[src/hw/rtl/lzce_pkg.sv]
// shared types and constants for the laplacian zero-crossing edge unit
package lzce_pkg;

    localparam int DEF_MAX_WIDTH  = 1024;
    localparam int DEF_MAX_HEIGHT = 4096;

    localparam int CFG_IDX_W = 2;
    localparam int CFG_DW    = 13;
    localparam int GRAY_W    = 8;
    localparam int LAP_W     = 11;
    localparam int THR_W     = 10;
    localparam int LVL_W     = 2;

    localparam int IMG_W_RESET = 321;
    localparam int IMG_H_RESET = 481;
    localparam int THR_RESET   = 40;

    typedef enum logic [CFG_IDX_W-1:0] {
        REG_IMAGE_WIDTH  = 2'd0,
        REG_IMAGE_HEIGHT = 2'd1,
        REG_THRESHOLD    = 2'd2
    } lzce_reg_idx_t;

    // level codes as they appear on the result port and in the line store
    localparam logic [LVL_W-1:0] LV_ZERO = 2'd0;
    localparam logic [LVL_W-1:0] LV_POS  = 2'd1;
    localparam logic [LVL_W-1:0] LV_NEG  = 2'd2;

    // window position against the frame border
    typedef struct packed {
        logic top;
        logic bot;
        logic left;
        logic right;
    } lzce_pos_t;

    // what travels with a step for the final window
    typedef struct packed {
        logic      emit;
        logic      last;
        lzce_pos_t pos;
    } lzce_tag_t;

    typedef struct packed {
        logic signed [LAP_W-1:0] lap;
        logic [LVL_W-1:0]        level;
        logic                    edge_res;
        logic                    last;
    } lzce_result_t;

endpackage

[src/hw/rtl/lzce_out_fifo.sv]
// two-entry result buffer between the pipeline and the output channel
module lzce_out_fifo (
    input  logic                   clk,
    input  logic                   rst_n,
    input  logic                   flush,
    input  logic                   push,
    input  lzce_pkg::lzce_result_t din,
    input  logic                   out_ready,
    output logic                   out_valid,
    output lzce_pkg::lzce_result_t dout,
    output logic                   full
);

    lzce_pkg::lzce_result_t ent_reg [2];
    logic                   wr_ptr_reg;
    logic                   rd_ptr_reg;
    logic [1:0]             cnt_reg;
    logic                   pop;

    assign out_valid = (cnt_reg != 2'd0);
    assign full      = (cnt_reg == 2'd2);
    assign pop       = out_valid && out_ready;
    assign dout      = ent_reg[rd_ptr_reg];

    always_ff @(posedge clk or negedge rst_n)
    begin
        if (!rst_n)
        begin
            wr_ptr_reg <= 1'b0;
            rd_ptr_reg <= 1'b0;
            cnt_reg    <= 2'd0;
        end
        else if (flush)
        begin
            wr_ptr_reg <= 1'b0;
            rd_ptr_reg <= 1'b0;
            cnt_reg    <= 2'd0;
        end
        else
        begin
            if (push)
            begin
                wr_ptr_reg <= ~wr_ptr_reg;
            end
            if (pop)
            begin
                rd_ptr_reg <= ~rd_ptr_reg;
            end
            cnt_reg <= cnt_reg + {1'b0, push} - {1'b0, pop};
        end
    end

    always_ff @(posedge clk)
    begin
        if (push)
        begin
            ent_reg[wr_ptr_reg] <= din;
        end
    end

endmodule

[config.mk]
export PLATFORM = sky130hd
export DESIGN_NAME = lzce_out_fifo
export DESIGN_NICKNAME = d
export VERILOG_FILES = /design/src/hw/rtl/lzce_pkg.sv /design/src/hw/rtl/lzce_out_fifo.sv
export SDC_FILE = /design/constraint.sdc
export NUM_CORES = 1
export LEC_CHECK = 0
export ABC_AREA = 1
export BUFFER_PORTS_ARGS = -buffer_cell sky130_fd_sc_hd__buf_2
export CORE_MARGIN = 2
export CORE_UTILIZATION = 50
export CTS_CLUSTER_DIAMETER = 120
export DETAILED_ROUTE_END_ITERATION = 6
export PLACE_DENSITY_LB_ADDON = 0.05
export SLEW_MARGIN = 20
export SYNTH_ARGS = -nofsm -noshare
export SYNTH_HDL_FRONTEND = slang
export SYNTH_SLANG_ARGS = --single-unit
[constraint.sdc]
create_clock -name clk -period 1.67 [get_ports clk]
set_input_delay 0.334 -clock clk [delete_from_list [all_inputs] [get_ports clk]]
set_output_delay 0.334 -clock clk [all_outputs]
set_load 0.005 [all_outputs]
Yosys cells after proc, flatten, opt, wreduce, memory -nomap -nowiden:

Memory sizes are Yosys's and may differ from the RTL's.
Cells that the tools add are included.

* add/subtract/negate cells: 2
* equal/unequal tests: 1
* multiplexer cells: 7
* bitwise logic cells: 2
* reductions and logical operators: 4

Operators by type and width (number)
* $mux 1: 6
* $reduce_bool 2->1: 3
* $add 2x1->2: 1
* $eq 2x2->1 const B: 1
* $mux 2: 1
* $not 1->1: 2
* $sub 2x1->2: 1
* $logic_and 1x1->1: 1

* flip-flop bits (word level): 4
* bits in writable memories: 30
* input bits: 20
* output and inout port bits: 17
* word-level logic and storage cells: 20
* memories kept: 1

Memories
* ent_reg: depth 2, width 15, rd ports 1, clocked after Yosys merged registers in 0, write ports 1, line lzce_out_fifo.sv:14 `lzce_pkg::lzce_result_t ent_reg [2];`

Longest topological paths before layout:

Gate-level depths: netlist (run 1).

* depth after elaboration: 4
* mapped depth: 10
* gate-level depth less buffers: 10

Least setup slack after synthesis (run 1):

Ideal clock, no wire load.

* kind: flip-flop to flip-flop
* start point: register wr_ptr_reg
* end point: memory ent_reg[0][0] in the netlist's numbering (enable)
* library setup time: 0.387 ns
* data arrival time: 1.045 ns
* data required time: 1.283 ns
* slack: 0.239 ns
* stages on the path, launching flop included: 2
* cell sequence: dfrtp_1 -> nor2_1

RTL lines
* start, declared: line lzce_out_fifo.sv:15 `logic wr_ptr_reg;`
* start signal, assigned: line lzce_out_fifo.sv:43 `wr_ptr_reg <= ~wr_ptr_reg;`
* end, declared: line lzce_out_fifo.sv:14

Straight into the memory's write port.

==> qor.txt, run 1 <==
status - completed
Placer Congestion - 0.641
Nets - 179
Post-Synthesis Cells - 111
Peak VDD IR - 0.979 mV
GR Util All Layers - 0.161
Cell variety after synth - 14
commonest non-fill, non-tap cell in the layout - nand2_1
Core Region - 0.00252 sq mm
antenna violations before repair - 0
# setup viols final - 0
mapped cell area - 0.00136 sq mm
LEAKAGE - 0.797 nW
Slew Viols, Final - 0
max reg flops - 30
CP required - 1.34 ns
CP max stage delay - 0.49 ns
total CTS buffers - 5
total gr overflow - 0
Critical Path AT - 1.27 ns
Setup crit end kind - output port
total power - 2.37 mW
most frequent cells in the layout - 47 x nand2_1, 36 x buf_2, 30 x edfxtp_1, 9 x inv_1
Synth Warn # - 0
setup bufs post-CTS - 0
critical-path cell list - buf_4 -> nand2_1 -> nand2_1 -> buf_2
RR Endpoint - cnt_reg[1]
Hold Fails Final Rpt - 0
Final TNS setup - 0 ns
Die W - 56.2 microns
Reg2Reg Launch Point - cnt_reg[1]
pre-CTS setup slack - 0.232 ns
multi-input logic area - 278 sq um
Root Driver - clkbuf_4
R2R setup slack - 0.22 ns
startpoint types - flip-flop
Initial DRC Count - 18
number of iterations in the first detailed-routing pass - 4
Die ar. - 0.00316 sq mm
slowest cell on the critical path - dfrtp_2
Seq/Total Area, Yosys - 0.734
syn nets - 133
vias in the first global route - 873
cells on worst reg2reg path - 9
GRT met1 Usage - 0.170
internal power - 1.72 mW
via count - 932
Min-Delay Endpoint - cnt_reg[0]
Cell Pwr Density - 1400 mW/mm^2
setup ws final - 0.0687 ns
logic gate share of total power - 0.245
Via density - 4.96
Routed Antenna Nets - 0
per-cell routed wire length - 12.6 microns
clock network fraction of total power - 0.313
met2 Track Usage GR - 0.282
Worst Tran Pin Value - 0.228 ns
GR Util met3 - 0.0465
Hold Path Depth - 2
total net switching power - 655 uW
n_diodes - 0
starting density of the core - 0.541
Worst slew margin - 0.848
CTS tree - done
die height - 56.2 microns
Final Cycle Share - 0.959
largest net degree at the start of global routing - 17
Fill cells - 210
Top cell by count, worst path - nand2_1
clock tree buffer depth - 2
Net Sw Frac - 0.276
flop and latch count out of synthesis - 34
clock latency on the worst-skew pair - 0.33 ns
first-pass GRT wire length - 3720 microns
hold path startpoint - flush
H-Tree Depth - 2
RSZ-0062 raised after global routing - false
# IOs - 37
WS Path Type - reg -> out
port buffer count - 36
Max Fclk - 624 MHz
Seq pwr share - 0.442
min Tclk post-route - 1.60 ns
DRT Wirelength - 2360 microns
Clock Pin Slew Worst Setup and Hold Paths - 0.10 ns
Synth Area per Inst - 12.3 sq um
Hold Crit Class - in -> reg
FF/Latch Area - 0.00100 sq mm
max_cap viols - 0
clk sinks - 34
DRC viols - 0
final core utilization - 0.672
CP max FO - 8
layout cells sized above 1 - 0.354
row count - 18
DP HPWL - 1720 microns
clock skew - 0.00541 ns
area grow syn2layout - 24.2%
busiest layer in global routing - met2
critical path, delay by kind of cell (launching register included):
| family | cells | cell delay (ns) |
|---|---|---|
| AND/OR/NAND/NOR | 2 | 0.13 |
| buffers and inverters | 2 | 0.32 |
| flip-flops | 1 | 0.49 |
kinds of logic after synthesis:
family | count (synthesis) | synth area share
buf+inv | 13 | 0.0624
simple gates | 60 | 0.178
fa+ha+maj | 2 | 0.0183
flops | 34 | 0.734
compound gates | 2 | 0.00733
cells in the mapped netlist:
master	number	share of area
a21oi_1	1	0.0037
buf_12	1	0.015
ha_1	2	0.018
edfxtp_1	30	0.66
dfrtp_1	4	0.073
o21ai_0	1	0.0037
nand3_1	2	0.0073
inv_6	1	0.0064
nand4_1	1	0.0046
inv_1	9	0.025
buf_6	2	0.017
nand2_2	5	0.023
nor2_1	5	0.014
nand2_1	47	0.13
area by class of cell:
cell class	instances	share of cell area
Clock inverter	3	0.0406
Inverter	10	0.0251
Clock buffer	5	0.0222
Timing Repair Buffer	42	0.134
Multi-Input combinational cell	64	0.164
Sequential cell	34	0.592
Tap cell	30	0.0222
layer usage:
metal / wire, microns / part of all wire
met4: 47 / 0.020
met3: 120 / 0.051
met5: 0 / 0
met1: 919 / 0.39
met2: 1270 / 0.54
per-stage QoR:
stage / hold WS (ns) / cells / area (sq um)
after floorplan: 0.0384 / 111 / 1360
after global placement: 0.144 / 179 / 1580
final: 0.151 / 188 / 1690
after global routing: 0.165 / 188 / 1690
after detailed placement: 0.143 / 179 / 1580
after CTS: 0.138 / 188 / 1690
timing repair:
| item | 4_1_cts | 5_1_grt |
|---|---|---|
| hold endpoints to repair | 4 | 0 |
| endpoints found under the setup margin | 7 | 0 |
| hold buffers | 1 | 0 |
| gates resized for setup | 1 | 0 |
power by group through the flow:
stage / clock network [mW] / logic [mW] / registers, mW
finish: 0.743 / 0.582 / 1.05
global route: 0.775 / 0.661 / 1.06
CTS: 0.757 / 0.591 / 1.05
detailed placement: 0 / 0.588 / 1.07
global placement: 0 / 0.564 / 1.06
floorplan: 0 / 0.413 / 1.04
how the worst max path moves through the flow:
stage / startpoint / endpoint / slack [ns] / cells past startpoint
final: rd_ptr_reg / dout[14] / 0.07 / 4
after CTS: rd_ptr_reg / dout[14] / 0.06 / 4
after detailed placement: cnt_reg[1] / cnt_reg[1] / 0.23 / 9
after floorplan: wr_ptr_reg / ent_reg[0][0] / 0.24 / 1
after global routing: rd_ptr_reg / dout[3] / 0.009 / 4
after global placement: cnt_reg[1] / cnt_reg[1] / 0.31 / 9
(Power assumes the default switching activity.)
==> inputs of run 2 (changes only) <==
==> constraint.sdc (replaced) <==
create_clock -name clk -period 1.67 [get_ports clk]
set_input_delay 0.0835 -clock clk [delete_from_list [all_inputs] [get_ports clk]]
set_output_delay 0.0835 -clock clk [all_outputs]
set_load 0.005 [all_outputs]
==> qor.txt, run 2 (synthesis results as in run 1) <==
total gr overflow - 0
Final TNS setup - 0 ns
setup bufs post-CTS - 0
Placer Congestion - 0.650
largest net degree at the start of global routing - 18
WP buf/inv - 3
vias in the first global route - 1,006
CP max FO - 3
Final Cycle Share - 0.897
Hold Crit Class - in -> reg
port buffer count - 36
number of iterations in the first detailed-routing pass - 4
first-pass GRT wire length - 4250 microns
CTS tree - done
Initial DRC Count - 24
total power - 2.05 mW
WS Path Type - reg -> reg
Worst Tran Pin Value - 0.381 ns
starting density of the core - 0.541
max_cap viols - 0
total CTS buffers - 5
Worst Setup SP - cnt_reg[1]
Core Region - 0.00252 sq mm
# setup viols final - 0
Max Fclk - 668 MHz
CP max stage delay - 0.39 ns
n_diodes - 0
clk sinks - 34
GR Util All Layers - 0.185
slowest cell on the critical path - dfrtp_1
layout cells sized above 1 - 0.306
LEAKAGE - 0.833 nW
per-cell routed wire length - 12.6 microns
clock skew - 0.00159 ns
Critical Path End - cnt_reg[1]
die height - 56.2 microns
Reg2Reg Launch Point - cnt_reg[1]
status - completed
cells on worst reg2reg path - 10
Setup crit end kind - flip-flop
most frequent cells in the layout - 47 x nand2_1, 36 x buf_2, 30 x edfxtp_1, 17 x dlygate4sd3_1, 9 x inv_1
Cell Pwr Density - 1150 mW/mm^2
Finished Cell Area - 0.00179 sq mm
placed cell areas - 0.00157 sq mm
Critical Path AT - 1.76 ns
Die W - 56.2 microns
delay-heaviest family, CP - adder cells
R2R setup slack - 0.17 ns
Worst slew margin - 0.746
min Tclk post-route - 1.50 ns
DP HPWL - 1660 microns
Slew Viols, Final - 0
H-Tree Depth - 2
antenna violations before repair - 0
RR Endpoint - cnt_reg[1]
row count - 18
area grow syn2layout - 31.3%
Die ar. - 0.00316 sq mm
Routed Antenna Nets - 0
Hold WS - 0.0496 ns
DRT Wirelength - 2560 microns
startpoint types - flip-flop
Nets - 194
# IOs - 37
Worst path depth - 10
Root Driver - clkbuf_4
via count - 965
max reg flops - 30
Via density - 4.75
Clock Pin Slew Worst Setup and Hold Paths - 0.09 ns
CP required - 1.93 ns
Hold Path Depth - 3
commonest non-fill, non-tap cell in the layout - nand2_1
Peak VDD IR - 0.954 mV
Hold Fails Final Rpt - 0
RSZ-0062 raised after global routing - false
DRC viols - 0
clock tree buffer depth - 2
clock latency on the worst-skew pair - 0.32 ns
critical-path cell list - inv_1 -> nand2_1 -> nand2_1 -> inv_1 -> ha_1 -> inv_1 -> ha_1 -> nand3_1 -> nand2_1 -> nor2_1
[run 2: changes by cell type in the layout (fill, tap and decap cells not counted), sizes merged]
cell and change:
buf -1, bufinv -2, clkinv +1, dlygate4sd3 +16, clkbuf +1
[run 2: where the power goes]
group / internal [mW] / switching, mW / total [mW]
Clock: 0.158 / 0.248 / 0.406
Combinational: 0.253 / 0.317 / 0.570
Sequential: 1.00 / 0.0736 / 1.08
[run 2: worst min path at each step]
stage               startpoint    endpoint  slack (ns)
floorplan                rst_n  cnt_reg[0]       -0.21
global placement         rst_n  cnt_reg[0]       -0.11
detailed placement       rst_n  cnt_reg[0]       -0.11
CTS                  out_ready  rd_ptr_reg        0.03
global route         out_ready  rd_ptr_reg        0.04
finish               out_ready  rd_ptr_reg        0.05
[run 2: per-layer routing]
metal / vias up / wire length [microns] / track usage
li1: 485 / - / -
met3: 2 / 124 / 0.0837
met5: - / 0 / 0
met4: 0 / 15 / 0.0612
met1: 450 / 972 / 0.189
met2: 28 / 1450 / 0.334
[run 2: repair_timing]
action	CTS	global route
gates resized for setup	1	0
hold buffers	17	0
hold endpoints to repair	35	0
endpoints found under the setup margin	15	0
[run 2: worst register-to-register path: stages, from the launching register on]
cell and delay, ns:
dfrtp_1 0.39, inv_1 0.09, nand2_1 0.10, nand2_1 0.10, inv_1 0.05, ha_1 0.26
inv_1 0.04, ha_1 0.18, nand3_1 0.09, nand2_1 0.05, nor2_1 0.08
[run 2: metrics by stage]
| stage | utilization | setup WS (ns) | instances |
|---|---|---|---|
| 3_3_place_gp | 0.622 | 0.312 | 178 |
| 2_1_floorplan | - | 0.239 | 111 |
| 4_1_cts | 0.710 | 0.199 | 203 |
| 3_5_place_dp | 0.622 | 0.218 | 178 |
| 6_report | 0.710 | 0.173 | 203 |
| 5_1_grt | 0.710 | 0.00548 | 203 |
[run 2: layout make-up]
type,instances,area [sq um]
clock buffer,6,41.3
clock inverter,2,8.76
fill,180,732
inverter,10,42.5
multi-input combinational,64,278
sequential,34,1000
tap,30,37.5
timing repair buffer,57,380
